`src/csb_pkg.sv`:
```
// ----------------------------------------------------------------------------
// Clipped sprite blit package
// Shared constants, register indexes and structures of the sprite blit unit.
// ----------------------------------------------------------------------------
package csb_pkg;

  // Frame buffer geometry.
  localparam int unsigned SCREEN_WIDTH  = 320;
  localparam int unsigned SCREEN_HEIGHT = 200;

  // Field widths.
  localparam int unsigned COORD_W = 16;
  localparam int unsigned SIZE_W  = 10;
  localparam int unsigned PIX_W   = 32;
  localparam int unsigned ADDR_W  = 16;
  localparam int unsigned GRAY_W  = 24;
  localparam int unsigned CHAN_W  = 8;

  localparam logic [CHAN_W-1:0] GRAY_MAX = 8'hFF;

  // Register indexes of the configuration port.
  typedef enum logic [1:0] {
    CFG_DEST_X        = 2'd0,
    CFG_DEST_Y        = 2'd1,
    CFG_SPRITE_WIDTH  = 2'd2,
    CFG_SPRITE_HEIGHT = 2'd3
  } cfg_idx_e;

  typedef struct packed {
    logic signed [COORD_W-1:0] dest_x;
    logic signed [COORD_W-1:0] dest_y;
    logic [SIZE_W-1:0]         width;
    logic [SIZE_W-1:0]         height;
  } cfg_t;

  // Walk position within the current sprite.
  typedef struct packed {
    logic [SIZE_W-1:0] col;
    logic [SIZE_W-1:0] row;
    logic              done;
  } pos_t;

  typedef struct packed {
    logic              hit;
    logic [ADDR_W-1:0] addr;
    logic [GRAY_W-1:0] gray;
  } result_t;

endpackage

```
`src/clipped_sprite_blit_unit.sv`:
```
// ----------------------------------------------------------------------------
// Clipped sprite blit unit
// Streams sprite pixels onto a fixed frame buffer with clipping and
// transparency, producing one frame buffer write request per visible pixel.
// ----------------------------------------------------------------------------
// The unit takes one source pixel request per cycle in row-major order and
// keeps the sprite column and row itself; a request carrying the start flag
// restarts the walk at the top left corner. Each pixel lands at
// (dest_x + column, dest_y + row) on a 320 by 200 frame buffer. A write
// request leaves only for a pixel that is on screen and whose value is
// positive; it carries the word address row * 320 + column and a gray colour
// with the value saturated at 255 in all three bytes. A sprite whose width or
// height is zero or larger than the screen draws nothing, and pixels after
// width times height are dropped until the next start. Every pixel passes
// through the input register and then the result register on its way to the
// write request, with the clipping, address multiply by the screen width and
// position update in between. The next position is formed combinationally,
// so a new pixel is accepted in every cycle while the write side keeps up; a
// stalled write request holds the result register, and the input register
// still takes one more pixel behind it. Configuration
// registers must only be written while no pixel is in flight.
module clipped_sprite_blit_unit (
  input  logic                                clk_i,
  input  logic                                rst_ni,
  // Configuration write port
  input  logic                                cfg_we_i,
  input  logic [1:0]                          cfg_index_i,
  input  logic [csb_pkg::COORD_W-1:0]         cfg_data_i,
  // Source pixel requests
  input  logic                                in_valid_i,
  output logic                                in_stall_o,
  input  logic signed [csb_pkg::PIX_W-1:0]    pixel_value_i,
  input  logic                                start_of_sprite_i,
  // Frame buffer write requests
  output logic                                out_valid_o,
  input  logic                                out_stall_i,
  output logic [csb_pkg::ADDR_W-1:0]          fb_address_o,
  output logic [csb_pkg::GRAY_W-1:0]          gray_color_o
);

  csb_pkg::cfg_t    cfg_q;
  csb_pkg::pos_t    pos_q;
  csb_pkg::pos_t    pos_d;
  csb_pkg::result_t res_d;

  logic                        s1_valid_q;
  logic [csb_pkg::PIX_W-1:0]   s1_pix_q;
  logic                        s1_start_q;

  logic                        out_valid_q;
  logic [csb_pkg::ADDR_W-1:0]  out_addr_q;
  logic [csb_pkg::GRAY_W-1:0]  out_gray_q;

  logic out_load;
  logic s1_fire;
  logic in_accept;

  // The result register may load when it is empty or its request is taken.
  assign out_load   = !out_valid_q || !out_stall_i;
  assign s1_fire    = s1_valid_q && out_load;
  assign in_stall_o = s1_valid_q && !out_load;
  assign in_accept  = in_valid_i && !in_stall_o;

  // Configuration registers.
  always_ff @(posedge clk_i or negedge rst_ni) begin
    if (!rst_ni) begin
      cfg_q <= '0;
    end else if (cfg_we_i) begin
      case (csb_pkg::cfg_idx_e'(cfg_index_i))
        csb_pkg::CFG_DEST_X:        cfg_q.dest_x <= $signed(cfg_data_i);
        csb_pkg::CFG_DEST_Y:        cfg_q.dest_y <= $signed(cfg_data_i);
        csb_pkg::CFG_SPRITE_WIDTH:  cfg_q.width  <= cfg_data_i[csb_pkg::SIZE_W-1:0];
        csb_pkg::CFG_SPRITE_HEIGHT: cfg_q.height <= cfg_data_i[csb_pkg::SIZE_W-1:0];
        default: ;
      endcase
    end
  end

  // Input register.
  always_ff @(posedge clk_i or negedge rst_ni) begin
    if (!rst_ni) begin
      s1_valid_q <= 1'b0;
    end else if (!in_stall_o) begin
      s1_valid_q <= in_valid_i;
    end
  end

  always_ff @(posedge clk_i) begin
    if (in_accept) begin
      s1_pix_q   <= pixel_value_i;
      s1_start_q <= start_of_sprite_i;
    end
  end

  csb_pixel_eval u_eval (
    .cfg_i         (cfg_q),
    .pos_i         (pos_q),
    .pixel_value_i (s1_pix_q),
    .start_i       (s1_start_q),
    .pos_o         (pos_d),
    .result_o      (res_d)
  );

  // Walk position; nothing is drawn until the first start after reset.
  always_ff @(posedge clk_i or negedge rst_ni) begin
    if (!rst_ni) begin
      pos_q.col  <= '0;
      pos_q.row  <= '0;
      pos_q.done <= 1'b1;
    end else if (s1_fire) begin
      pos_q <= pos_d;
    end
  end

  // Result register.
  always_ff @(posedge clk_i or negedge rst_ni) begin
    if (!rst_ni) begin
      out_valid_q <= 1'b0;
    end else if (out_load) begin
      out_valid_q <= s1_fire && res_d.hit;
    end
  end

  always_ff @(posedge clk_i) begin
    if (s1_fire && res_d.hit) begin
      out_addr_q <= res_d.addr;
      out_gray_q <= res_d.gray;
    end
  end

  assign out_valid_o  = out_valid_q;
  assign fb_address_o = out_addr_q;
  assign gray_color_o = out_gray_q;

`ifndef NO_ASSERTIONS
  // Every write request addresses a word inside the frame buffer.
  assert property (@(posedge clk_i) disable iff (!rst_ni)
    out_valid_o |-> (32'(fb_address_o) <
                     csb_pkg::SCREEN_WIDTH * csb_pkg::SCREEN_HEIGHT))
    else $error("frame buffer address out of range");

  // The colour is a non-black gray with three equal bytes.
  assert property (@(posedge clk_i) disable iff (!rst_ni)
    out_valid_o |-> (gray_color_o[7:0] != '0) &&
                    (gray_color_o[15:8] == gray_color_o[7:0]) &&
                    (gray_color_o[23:16] == gray_color_o[7:0]))
    else $error("gray colour malformed");

  // A held pixel in the input register keeps its payload.
  assert property (@(posedge clk_i) disable iff (!rst_ni)
    s1_valid_q && !s1_fire |=> s1_valid_q && $stable(s1_pix_q) && $stable(s1_start_q))
    else $error("input register lost a pending pixel");

  // A finished sprite stays finished until a start arrives.
  assert property (@(posedge clk_i) disable iff (!rst_ni)
    s1_fire && pos_q.done && !s1_start_q |=> pos_q.done)
    else $error("walk resumed without a start");

  // A pixel of a sprite with zero width or height ends the sprite.
  assert property (@(posedge clk_i) disable iff (!rst_ni)
    s1_fire && ((cfg_q.width == '0) || (cfg_q.height == '0)) |=> pos_q.done)
    else $error("empty sprite did not end the walk");
`endif

endmodule

```
`src/csb_pixel_eval.sv`:
```
// ----------------------------------------------------------------------------
// Sprite pixel evaluation
// Clips one source pixel, forms its frame buffer address and gray colour, and
// works out the next walk position.
// ----------------------------------------------------------------------------
module csb_pixel_eval (
  input  csb_pkg::cfg_t               cfg_i,
  input  csb_pkg::pos_t               pos_i,
  input  logic [csb_pkg::PIX_W-1:0]   pixel_value_i,
  input  logic                        start_i,
  output csb_pkg::pos_t               pos_o,
  output csb_pkg::result_t            result_o
);

  localparam logic [csb_pkg::SIZE_W-1:0] ScrW = csb_pkg::SIZE_W'(csb_pkg::SCREEN_WIDTH);
  localparam logic [csb_pkg::SIZE_W-1:0] ScrH = csb_pkg::SIZE_W'(csb_pkg::SCREEN_HEIGHT);

  logic [csb_pkg::SIZE_W-1:0]        col_eff;
  logic [csb_pkg::SIZE_W-1:0]        row_eff;
  logic                              done_eff;
  logic                              size_bad;
  logic signed [csb_pkg::COORD_W:0]  sx;
  logic signed [csb_pkg::COORD_W:0]  sy;
  logic                              on_screen;
  logic                              opaque;
  logic [2*csb_pkg::SIZE_W-1:0]      row_base;
  logic [csb_pkg::CHAN_W-1:0]        level;
  logic                              col_last;
  logic                              row_last;

  always_comb begin
    // A start flag restarts the walk at the top left corner.
    col_eff  = start_i ? '0 : pos_i.col;
    row_eff  = start_i ? '0 : pos_i.row;
    done_eff = start_i ? 1'b0 : pos_i.done;

    size_bad = (cfg_i.width == '0) || (cfg_i.height == '0) ||
               (cfg_i.width > ScrW) || (cfg_i.height > ScrH);

    sx = {cfg_i.dest_x[csb_pkg::COORD_W-1], cfg_i.dest_x} +
         $signed({{(csb_pkg::COORD_W+1-csb_pkg::SIZE_W){1'b0}}, col_eff});
    sy = {cfg_i.dest_y[csb_pkg::COORD_W-1], cfg_i.dest_y} +
         $signed({{(csb_pkg::COORD_W+1-csb_pkg::SIZE_W){1'b0}}, row_eff});

    on_screen = !sx[csb_pkg::COORD_W] && !sy[csb_pkg::COORD_W] &&
                (sx[csb_pkg::COORD_W-1:0] < csb_pkg::COORD_W'(csb_pkg::SCREEN_WIDTH)) &&
                (sy[csb_pkg::COORD_W-1:0] < csb_pkg::COORD_W'(csb_pkg::SCREEN_HEIGHT));

    opaque = !pixel_value_i[csb_pkg::PIX_W-1] &&
             (pixel_value_i[csb_pkg::PIX_W-2:0] != '0);

    // Row is below the screen height once on screen, so its low bits suffice.
    row_base = sy[csb_pkg::SIZE_W-1:0] * ScrW;

    level = (pixel_value_i[csb_pkg::PIX_W-2:csb_pkg::CHAN_W] != '0) ?
            csb_pkg::GRAY_MAX : pixel_value_i[csb_pkg::CHAN_W-1:0];

    result_o.hit  = !done_eff && !size_bad && on_screen && opaque;
    result_o.addr = row_base[csb_pkg::ADDR_W-1:0] + sx[csb_pkg::ADDR_W-1:0];
    result_o.gray = {level, level, level};

    col_last = ({1'b0, col_eff} + 11'd1) >= {1'b0, cfg_i.width};
    row_last = ({1'b0, row_eff} + 11'd1) >= {1'b0, cfg_i.height};

    pos_o.col  = col_eff;
    pos_o.row  = row_eff;
    pos_o.done = done_eff;
    if (done_eff) begin
      pos_o.done = 1'b1;
    end else if (size_bad) begin
      pos_o.done = 1'b1;
    end else if (col_last) begin
      pos_o.col = '0;
      if (row_last) begin
        pos_o.row  = '0;
        pos_o.done = 1'b1;
      end else begin
        pos_o.row = row_eff + 10'd1;
      end
    end else begin
      pos_o.col = col_eff + 10'd1;
    end
  end

endmodule
```
`config.mk`:
```
export PLATFORM = sky130hd
export DESIGN_NAME = clipped_sprite_blit_unit
export DESIGN_NICKNAME = d
export VERILOG_FILES = /design/src/csb_pkg.sv /design/src/clipped_sprite_blit_unit.sv /design/src/csb_pixel_eval.sv
export SDC_FILE = /design/constraint.sdc
export NUM_CORES = 1
export LEC_CHECK = 0
export ABC_CLOCK_PERIOD_IN_PS = 6450
export BUFFER_PORTS_ARGS = -buffer_cell sky130_fd_sc_hd__buf_2
export CAP_MARGIN = 25
export CELL_PAD_IN_SITES_DETAIL_PLACEMENT = 0
export CELL_PAD_IN_SITES_GLOBAL_PLACEMENT = 2
export CORE_AREA = 2 2 193 119
export DETAILED_ROUTE_END_ITERATION = 8
export DIE_AREA = 0 0 195 121
export HOLD_SLACK_MARGIN = 0.08
export PLACE_DENSITY = 0.81
export SYNTH_ARGS = -nofsm -noshare
export SYNTH_HDL_FRONTEND = slang
export SYNTH_HIERARCHICAL = 1
export SYNTH_SLANG_ARGS = --single-unit
export TNS_END_PERCENT = 50
```
`constraint.sdc`:
```
create_clock -name clk_i -period 6.45 [get_ports clk_i]
set_input_delay 1.6125 -clock clk_i [delete_from_list [all_inputs] [get_ports clk_i]]
set_output_delay 1.6125 -clock clk_i [all_outputs]
set_load 0.01 [all_outputs]
```
== After elaboration in Yosys (flattened, before gate mapping) ==
Cells that the tools add are included.
Storage, ports and cells
  output and inout port bits: 42
  bits in registers: 148
  word-level logic and storage cells: 75
  input port bits: 56
Operators by class
  multiplexer cells: 12
  $lt $le $gt $ge: 6
  reduce and logical (&&, ||, !) cells: 33
  add/sub/neg operators: 7
  $mul: 1
  equality and inequality tests: 3
Operators with widths (count)
  10-bit 2-to-1 mux: 4
  20-bit 2-to-1 mux: 2
  16-bit by 11-bit adder with 17-bit output: 2
  31-bit nonzero test: 1
  23-bit nonzero test: 1
  10-bit by 1-bit adder with 11-bit output, second input constant: 2
  11-bit by 10-bit >= comparator with 1-bit output: 2
  10-bit by 1-bit adder with 10-bit output, second input constant: 2
  10-bit zero test: 2
  16-bit adder: 1
  16-bit by 8-bit less-than comparator with 1-bit output, second input constant: 1
  16-bit by 9-bit less-than comparator with 1-bit output, second input constant: 1
  1-bit logical AND: 11
  11-bit 2-to-1 mux: 1
  10-bit by 8-bit > comparator with 1-bit output, second input constant: 1
  10-bit by 9-bit > comparator with 1-bit output, second input constant: 1
  10-bit by 3-bit multiplier with 10-bit output, second input constant: 1
  1-bit zero test: 9
  8-bit 2-to-1 mux: 1
  2-bit AND reduction: 4
  2-bit == test, second input constant: 2
  1-bit logical OR: 4
  1-bit 2-to-1 mux: 4
  2-bit by 1-bit == test with 1-bit output, second input constant: 1
  2-bit zero test: 1

== Logic depth before layout (Yosys ltp) ==
Gate-level depths: netlist of run 1.
  depth in word-level cells: 9
  mapped depth: 23
  gate-level depth less buffers: 20

== Modules after synthesis ==
Netlist of run 1, hierarchy kept.
By module, submodules not included
  clipped_sprite_blit_unit: cells each 239, sequential area each 4070.2 um2, instances 1, area each 5023.6 um2
  csb_pixel_eval: cells each 498, sequential area each 0.0 um2, instances 1, area each 3587.2 um2

== Least setup slack after synthesis of run 1 ==
OpenSTA, ideal clock, no wires.
  kind: register -> register
  from: register s1_start_q
  to: register out_addr_q (netlist bit fb_address_o[0]) (enable)
  setup slack: 0.627 ns
  arrival time: 5.372 ns
  library setup time: 0.451 ns
  required time: 5.999 ns
  cell stages (with the launch flop): 19
  buffers on the path: 3
  period minus slack after synthesis: 5.823 ns
  path through: edfxtp_1 > buf_6 > clkbuf_1 > clkbuf_1 > nor2b_1 > ha_1 > inv_1 > fa_1 > nor2b_1 > o31a_1 > o31a_1 > o21a_1 > nor2_1 > o21ai_1 > nand3_1 > a211oi_1 > o2111a_1 > nand2_1 > a21oi_1
RTL lines
  start: declaration: line clipped_sprite_blit_unit.sv:48  | logic s1_start_q;
  start signal: assignment: line clipped_sprite_blit_unit.sv:91  | s1_start_q <= start_of_sprite_i;
  end signal: assignment: line clipped_sprite_blit_unit.sv:126  | out_addr_q <= res_d.addr;
  end: declaration: line clipped_sprite_blit_unit.sv:51  | logic [csb_pkg::ADDR_W-1:0] out_addr_q;

==> reports/qor.yml, run 1 <==
critPathLaunchType: "flop"
placed_cells_incl_taps: 1096
synthToLayoutAreaGrowth_pct: 15.1
final_nets: 947
synthArstFlopShare: 0.507
hold_violations: 0
synthDistinctLibCells: 75
grt_util_met3: 0.0467
cts.sinks: 148
crit_arrival_ns: 5.41
yosysSeqAreaShare: 0.473
synth_top_cell_area_share: 0.255
path_class: "flop to flop"
dieWidth_um: 195
cp_slowest_cell: "edfxtp_1"
track_usage: 0.180
grt_pass1_wl_mm: 32.3
min_path_type: "flop to flop"
drv_slew: 0
cts_resized: 0
antenna_left: 0
yosysWarnings: 6
maxCapViolations: 0
ys_seq_elements: 148
clkSlewWorstSetupHoldPaths_ns: 0.07
fmax_ghz: 0.191
p_int_mw: 2.00
skew_ns: 0.0167
path_max_fanout: 18
p_comb_frac: 0.246
worstPathRequired_ns: 6.61
clkPwrFrac: 0.347
place_hpwl_mm: 15.6
grt_pass1_vias: 5861
netlist_instances: 737
ir_drop_mv: 0.181
synth.area.top_cells: "edfxtp_1, dfrtp_1, mux2_2"
gp_congestion: 0.818
routedWlPerCell_um: 18.3
seq_power_share: 0.407
power_density_nw_per_um2: 292
antenna_found_initial: 0
tritoncts: "done"
fin_cells: 1129
diodes: 0
vias_per_cell: 5.31
grt_max_degree: 76
syn_area_per_cell_um2: 11.7
rows: 42
tightest_slew_ns: 1.01
ys.flop_type: "dfrtp_1"
cpPeakStageDelay_ns: 0.69
setup_ws_ns: 1.20
whs_ns: 0.512
layout_commonest_cell: "buf_2"
cp-end-kind: "flop"
top_usage_layer: "met1"
die-area_um2: 23600
worstSkewPairLatency_ns: 0.43
rsz0062_at_grt: "false"
initial_core_util: 0.396
place_area_um2: 9300
hold_buffers: 0
drt_wl_total_mm: 20.6
cts.root.buffer_cell: "clkbuf_16"
use_met2: 0.250
fin_util: 0.456
regToRegSetupSlack_ns: 1.20
die_h_um: 121
switching_share: 0.311
synth_edf_count: 73
post-synth-top-area-cell: "edfxtp_1"
p_total_mw: 2.90
portBuffers: 97
cts_buffer_depth: 2
vias: 5993
core_area_um2: 21800
drt-pass1-iter-count: 4
tns_ns: 0
drive_above_1_share: 0.279
cts_buffers: 17
p_sw_uw: 899
drtIter0Drc: 339
ios: 98
synth_nets: 854
final_cell_mix: "buf_2, mux2_2, dfrtp_1, edfxtp_1, ha_1"
met1_usage: 0.279
post_cts_buffers: 0
pre_cts_ws_ns: 1.16
setup_viol: 0
status: "complete, no violations"
drc: 0
syn_area_um2: 8610
p_leak_nw: 4.41
slew_headroom: 0.322
crit_chain: "nor2b_1 > ha_1 > ha_1 > a21oi_2 > o221ai_2 > a21oi_1 > nor2_1 > xnor2_1 > ha_1 > fa_1 > a21oi_1 > nor2_1 > nor2_1 > o21bai_1 > a21oi_1 > xor2_1 > xnor3_1 > xnor2_1 > xnor2_1"
min_period_over_period: 0.814
fin_area_um2: 9910
grt_remaining_overflow: 0
htree_levels: 4
period_minus_slack_ns: 5.25
-- metal layers --
| metal | vias to the layer above | share of wire |
|---|---|---|
| met5 | - | 0 |
| met4 | 0 | 0.0071 |
| met3 | 11 | 0.052 |
| met2 | 143 | 0.41 |
| met1 | 2956 | 0.53 |
| li1 | 2883 | - |
-- synthesized netlist by cell type (all sizes together) (6+ instances only) --
cell type,n
xnor2,31
a21oi,34
dfrtp,74
a211o,7
nor2,40
nor4,11
mux2i,6
nand2,31
mux2,77
and2,6
ha,58
nand3,21
edfxtp,73
nor2b,19
nand2b,13
a22o,15
o21ai,23
and3,6
or3,12
xor2,16
nor3,13
a21o,9
inv,45
buf,23
-- power by group through the flow --
| stage | registers, mW | logic [mW] | clock network (mW) |
|---|---|---|---|
| after floorplan | 1.17 | 0.552 | 0 |
| after global placement | 1.19 | 0.697 | 0 |
| after detailed placement | 1.20 | 0.710 | 0 |
| after CTS | 1.18 | 0.717 | 1.02 |
| after global routing | 1.19 | 0.797 | 1.07 |
| final | 1.18 | 0.713 | 1.01 |
-- state kept, by name, indices dropped and copies added (netlist names) --
register      count
s1_valid_q        1
gray_color_o     24
fb_address_o     16
s1_pix_q         32
pos_q            21
cfg_q            52
out_valid_o       1
s1_start_q        1
-- final timing paths --
check                            from          endpoint  depth (start not counted)
setup / recovery           s1_start_q  fb_address_o[15]                         19
hold / removal              pos_q[10]         pos_q[10]                          1
setup reg to reg           s1_start_q  fb_address_o[15]                         19
hold reg to reg             pos_q[10]         pos_q[10]                          1
max in group asynchronous      rst_ni          pos_q[0]                          2
min in group asynchronous      rst_ni         cfg_q[49]                          1
-- critical path, delay by kind of cell (launching register included) --
kind | cells | cell delay, ns
DFF | 1 | 0.69
and+or+nand+nor | 4 | 0.80
adders and majority gates | 4 | 1.41
xor gates and xnor gates | 5 | 1.22
AOI/OAI and AO/OA | 6 | 0.85
-- logic make-up (layout without fill, tap and decap cells) --
kind of cell / count (synthesis) / after routing / share of synthesized area
simple gates: 190 / 190 / 0.119
buf+inv: 73 / 179 / 0.0429
fa+ha+maj: 63 / 63 / 0.0939
xor+xnor: 48 / 48 / 0.0513
mux: 83 / 83 / 0.108
compound gates: 132 / 132 / 0.113
flops: 148 / 148 / 0.473
-- area by class of cell --
cell class | count | area, µm²
well taps | 286 | 358
fillers | 2012 | 11800
repair buffers | 102 | 546
flip-flops and latches | 148 | 4070
clock inverters | 14 | 156
clock buffers | 18 | 429
inverters | 45 | 169
multi-input cells | 516 | 4190
(Power assumes the default switching activity.)
==> run 2, diff against run 1 <==
--- a/config.mk
+++ b/config.mk
@@ -5,16 +5,16 @@
 export SDC_FILE = /design/constraint.sdc
 export NUM_CORES = 1
 export LEC_CHECK = 0
-export ABC_CLOCK_PERIOD_IN_PS = 6450
+export ABC_CLOCK_PERIOD_IN_PS = 4500
 export BUFFER_PORTS_ARGS = -buffer_cell sky130_fd_sc_hd__buf_2
 export CAP_MARGIN = 25
 export CELL_PAD_IN_SITES_DETAIL_PLACEMENT = 0
 export CELL_PAD_IN_SITES_GLOBAL_PLACEMENT = 2
-export CORE_AREA = 2 2 193 119
+export CORE_AREA = 2 2 203 125
 export DETAILED_ROUTE_END_ITERATION = 8
-export DIE_AREA = 0 0 195 121
+export DIE_AREA = 0 0 205 127
 export HOLD_SLACK_MARGIN = 0.08
-export PLACE_DENSITY = 0.81
+export PLACE_DENSITY = 0.77
 export SYNTH_ARGS = -nofsm -noshare
 export SYNTH_HDL_FRONTEND = slang
 export SYNTH_HIERARCHICAL = 1
==> constraint.sdc (replaced) <==
create_clock -name clk_i -period 4.5 [get_ports clk_i]
set_input_delay 1.125 -clock clk_i [delete_from_list [all_inputs] [get_ports clk_i]]
set_output_delay 1.125 -clock clk_i [all_outputs]
set_load 0.01 [all_outputs]
==> run 2 against run 1 <==
Net effect:
- via count is 0.53% higher
- sequential share of layout area is 1.9 points lower
- wire length is 1.4% higher
- critical path type unchanged
- maximum frequency is 21% higher
- clock skew is 0.0027 ns lower
- first-iteration DRC count is 5.9% lower
- worst hold slack better by 0.0065 ns
- largest cell class unchanged
- sequential power is 42% higher
==> reports/qor.yml, run 2 (same netlist as run 1, synthesis figures left out) <==
grt_remaining_overflow: 0
min_period_over_period: 0.960
fin_cells: 1202
fin_util: 0.433
htree_levels: 4
pre_cts_ws_ns: 0.0144
grt_pass1_vias: 5655
crit_chain: "buf_4 > nor2b_2 > xor2_1 > ha_2 > a21oi_2 > o221ai_2 > a21oi_1 > nor2_1 > xnor2_1 > ha_1 > ha_1 > a21o_1 > a21oi_2 > o21bai_1 > a21oi_2 > xnor2_1 > ha_1 > a21oi_2 > o21ai_2 > xor2_1 > xnor2_1"
cp_slowest_cell: "edfxtp_1"
core_area_um2: 24000
cts.root.buffer_cell: "clkbuf_16"
fin_area_um2: 10400
antenna_found_initial: 2
hold_buffers: 0
cts_buffer_depth: 2
fmax_ghz: 0.231
cp_num_buf_inv: 1
crit_arrival_ns: 4.51
p_leak_nw: 4.62
rsz0062_at_grt: "true"
cts.sinks: 148
drive_above_1_share: 0.340
ff_latch_area_um2: 4070
period_minus_slack_ns: 4.32
place_area_um2: 9650
multi_input_area_um2: 4310
hold_violations: 0
vias_per_cell: 5.01
dieWidth_um: 205
p_total_mw: 4.31
setup_ws_ns: 0.178
ir_drop_mv: 0.252
path_max_fanout: 5
drt_wl_total_mm: 20.9
regToRegSetupSlack_ns: 0.18
die_h_um: 127
regMostFlops: "cfg_q"
cts_buffers: 17
worstPathRequired_ns: 4.69
antenna_left: 0
place_hpwl_mm: 15.8
status: "complete, no violations"
routedWlPerCell_um: 17.4
synthToLayoutAreaGrowth_pct: 20.6
cp-end-kind: "flop"
drc: 0
drv_slew: 0
vias: 6025
setup_viol: 0
diodes: 0
tightest_slew_ns: 1.03
portBuffers: 97
crit_family: "compound AO/OA/AOI/OAI gates"
power_density_nw_per_um2: 415
path_class: "flop to flop"
initial_core_util: 0.359
grt_pass1_wl_mm: 32.7
skew_ns: 0.0140
largest_reg_flops: 52
die-area_um2: 26000
slew_headroom: 0.313
maxCapViolations: 0
crit_path_frequent_cell: "a21oi_2"
final_cell_mix: "buf_2, mux2_2, dfrtp_1, edfxtp_1, ha_1"
clkSlewWorstSetupHoldPaths_ns: 0.07
drtIter0Drc: 319
drt-pass1-iter-count: 5
final_nets: 984
tritoncts: "done"
layout_commonest_cell: "buf_2"
worstSkewPairLatency_ns: 0.44
placed_cells_incl_taps: 1167
fillers: 2340
rows: 44
grt_max_degree: 62
min_path_type: "flop to flop"
track_usage: 0.167
cpPeakStageDelay_ns: 0.46
gp_congestion: 0.838
critPathLaunchType: "flop"
ios: 98
-- run 2: cell count changes in the layout (fill, tap and decap cells not counted), moves of 3 or more --
cell / before / now
buf_4: 5 / 41
a21oi_1: 30 / 22
a21oi_2: 3 / 11
ha_1: 58 / 53
nor2b_1: 18 / 14
nor2b_2: 1 / 5
clkinvlp_4: 0 / 3
ha_2: 0 / 3
xnor2_1: 30 / 27
xnor2_2: 1 / 4
-- run 2: metrics by stage --
step                      TNS [ns]  hold slack [ns]
final                            0            0.519
after global routing       -0.0890            0.542
after CTS                        0            0.520
after detailed placement         0            0.492
after global placement           0            0.492
after floorplan                  0            0.473
-- run 2: report_power, final --
part,switching [mW],internal [mW]
sequential,0.0989,1.58
clock,0.632,0.835
combinational,0.574,0.586
-- run 2: repair_timing --
item                       in CTS  in global routing
setup buffers                   1                  2
pin swaps                       0                 15
resized for setup               0                 29
setup endpoints to repair       1                 44
-- run 2: layout make-up --
class / instances / area share
Timing Repair Buffer: 139 / 0.0805
Clock inverter: 14 / 0.0160
Multi-Input combinational cell: 516 / 0.415
Inverter: 45 / 0.0163
Tap cell: 322 / 0.0388
Clock buffer: 18 / 0.0413
Sequential cell: 148 / 0.392
-- run 2: path summary, 6_finish.rpt --
kind | startpoint | endpoint | depth (start not counted)
max | s1_start_q | fb_address_o[15] | 21
min | cfg_q[41] | cfg_q[41] | 1
max reg2reg | s1_start_q | fb_address_o[15] | 21
min reg2reg | cfg_q[41] | cfg_q[41] | 1
max in group asynchronous | rst_ni | pos_q[0] | 2
min in group asynchronous | rst_ni | cfg_q[51] | 1
-- run 2: per-layer routing --
layer / vias up / global-route usage / routed length, µm
li1: 2964 / - / -
met1: 2905 / 0.267 / 11700
met2: 137 / 0.215 / 8040
met3: 17 / 0.0464 / 999
met4: 2 / 0.0402 / 193
met5: - / 0 / 13
==> run 3, diff against run 2 <==
--- a/config.mk
+++ b/config.mk
@@ -5,16 +5,16 @@
 export SDC_FILE = /design/constraint.sdc
 export NUM_CORES = 1
 export LEC_CHECK = 0
-export ABC_CLOCK_PERIOD_IN_PS = 4500
+export ABC_CLOCK_PERIOD_IN_PS = 5370
 export BUFFER_PORTS_ARGS = -buffer_cell sky130_fd_sc_hd__buf_2
 export CAP_MARGIN = 25
 export CELL_PAD_IN_SITES_DETAIL_PLACEMENT = 0
 export CELL_PAD_IN_SITES_GLOBAL_PLACEMENT = 2
-export CORE_AREA = 2 2 203 125
+export CORE_AREA = 2 2 186 115
 export DETAILED_ROUTE_END_ITERATION = 8
-export DIE_AREA = 0 0 205 127
+export DIE_AREA = 0 0 188 117
 export HOLD_SLACK_MARGIN = 0.08
-export PLACE_DENSITY = 0.77
+export PLACE_DENSITY = 0.86
 export SYNTH_ARGS = -nofsm -noshare
 export SYNTH_HDL_FRONTEND = slang
 export SYNTH_HIERARCHICAL = 1
==> constraint.sdc (replaced) <==
create_clock -name clk_i -period 5.37 [get_ports clk_i]
set_input_delay 1.3425 -clock clk_i [delete_from_list [all_inputs] [get_ports clk_i]]
set_output_delay 1.3425 -clock clk_i [all_outputs]
set_load 0.01 [all_outputs]
==> run 3 against run 2 <==
Net effect:
- sequential share of layout area grew 1.8 points
- core utilization up 5.2 points
- critical path depth is 1 lower
- first-iteration DRC count increased by 40%
- worst hold slack got worse by 0.0041 ns
- global-route usage grew 2.9 points
- non-clock buffer count is 35 lower
- final area shrank 4.4%
- clock skew decreased by 0.0032 ns
- via count down 1.2%
- critical path type unchanged
- combinational power decreased by 26%
- largest cell class unchanged
- count of clock-buffer cells in the layout unchanged
==> reports/qor.yml, run 3 (same netlist as run 1, synthesis figures left out) <==
drv_slew: 0
setup_viol: 0
p_sw_mw: 1.04
crit_arrival_ns: 5.04
fmax_ghz: 0.205
pre_cts_ws_ns: 0.598
drtIter0Drc: 446
die-area_um2: 22000
min_path_type: "flop to flop"
clkPwrFrac: 0.345
htree_levels: 4
cts_resized: 0
ff_latch_area_um2: 4070
dieWidth_um: 188
switching_share: 0.299
initial_core_util: 0.421
drt_wl_total_mm: 20.5
cts.root.buffer_cell: "clkbuf_16"
path_class: "flop to flop"
drt-pass1-iter-count: 4
track_usage: 0.196
drc: 0
vias: 5953
multi_input_area_um2: 4190
seq_power_share: 0.408
grt_max_degree: 76
cts_buffer_depth: 2
layout_commonest_cell: "buf_2"
p_int_mw: 2.43
skew_ns: 0.0108
cts.sinks: 148
ir_drop_mv: 0.206
period_minus_slack_ns: 4.87
grt_remaining_overflow: 0
p_comb_frac: 0.248
min_period_over_period: 0.907
clkSlewWorstSetupHoldPaths_ns: 0.06
gp_congestion: 0.834
portBuffers: 97
antenna_found_initial: 0
worstPathRequired_ns: 5.54
diodes: 0
worstSkewPairLatency_ns: 0.43
synthToLayoutAreaGrowth_pct: 15.3
final_cell_mix: "buf_2, mux2_2, dfrtp_1, edfxtp_1, ha_1"
grt_pass1_wl_mm: 32.5
p_leak_nw: 4.41
place_hpwl_mm: 15.6
largest_reg_flops: 52
path_max_fanout: 8
fillers: 1840
routedWlPerCell_um: 18.2
setup_ws_ns: 0.501
final_nets: 949
cts_buffers: 17
fin_util: 0.485
tightest_slew_ns: 0.950
die_h_um: 117
rows: 41
status: "complete, no violations"
slew_headroom: 0.366
whs_ns: 0.514
hold_violations: 0
critPathLaunchType: "flop"
regMostFlops: "cfg_q"
maxCapViolations: 0
hold_buffers: 0
vias_per_cell: 5.30
antenna_left: 0
cp-end-kind: "flop"
tns_ns: 0
tritoncts: "done"
core_area_um2: 20500
grt_pass1_vias: 6003
post_cts_buffers: 0
drive_above_1_share: 0.277
ios: 98
power_density_nw_per_um2: 349
rsz0062_at_grt: "false"
==> run 3: changes by cell type in the layout (fill, tap and decap cells not counted), sizes merged <==
cell,before,now
clkinvlp,3,2
clkinv,2,6
buf,139,104
inv,52,49
==> run 3: layout make-up <==
class | count | share of cell area
Multi-Input combinational cell | 516 | 0.422
Timing Repair Buffer | 104 | 0.0577
Clock buffer | 18 | 0.0432
Tap cell | 279 | 0.0352
Clock inverter | 14 | 0.0151
Sequential cell | 148 | 0.410
Inverter | 45 | 0.0170
==> run 3: layer usage <==
layer / vias to the layer above / wire length (µm) / share of wire / global-route usage
met5: - / 0 / 0 / 0
li1: 2905 / - / - / -
met1: 2916 / 10500 / 0.51 / 0.290
met2: 122 / 8670 / 0.42 / 0.288
met4: 0 / 153 / 0.0075 / 0.0541
met3: 10 / 1130 / 0.055 / 0.0453
==> run 3: worst max-delay path, cell delays in order (launching register included) <==
cell and delay, ns:
edfxtp_1 0.54, nor2b_1 0.36, ha_1 0.28, inv_1 0.08
fa_1 0.41, nor2b_1 0.17, o31a_1 0.20, o31a_1 0.22
o21a_1 0.17, nor2_1 0.05, o21ai_1 0.44, xor2_1 0.24
ha_1 0.30, nand2_1 0.08, o21ai_0 0.10, o21ai_0 0.20
nand2b_1 0.08, a21oi_1 0.21, o21ai_0 0.14, xor2_1 0.19
xnor2_1 0.15
==> run 3: worst paths after layout <==
| path | to | slack (ns) | depth (start not counted) | from |
|---|---|---|---|---|
| max in group asynchronous | pos_q[12] | 4.04 | 2 | rst_ni |
| min | pos_q[10] | 0.51 | 1 | pos_q[10] |
| max reg2reg | fb_address_o[15] | 0.50 | 20 | s1_start_q |
| min reg2reg | pos_q[10] | 0.51 | 1 | pos_q[10] |
| min in group asynchronous | pos_q[7] | 0.74 | 1 | rst_ni |
| max | fb_address_o[15] | 0.50 | 20 | s1_start_q |
==> run 3: stage by stage <==
step                      instances  area [µm²]  power [mW]
after floorplan                 737        8610        2.06
after global placement         1091        9320        2.27
after detailed placement       1091        9320        2.28
after CTS                      1123        9900        3.49
after global routing           1124        9930        3.66
final                          1124        9930        3.46
==> run 3: power groups by stage <==
stage	Sequential, mW	Clock, mW	Combinational [mW]
finish	1.41	1.19	0.857
global route	1.43	1.27	0.959
CTS	1.41	1.22	0.857
detailed placement	1.43	0	0.848
global placement	1.43	0	0.837
floorplan	1.40	0	0.663
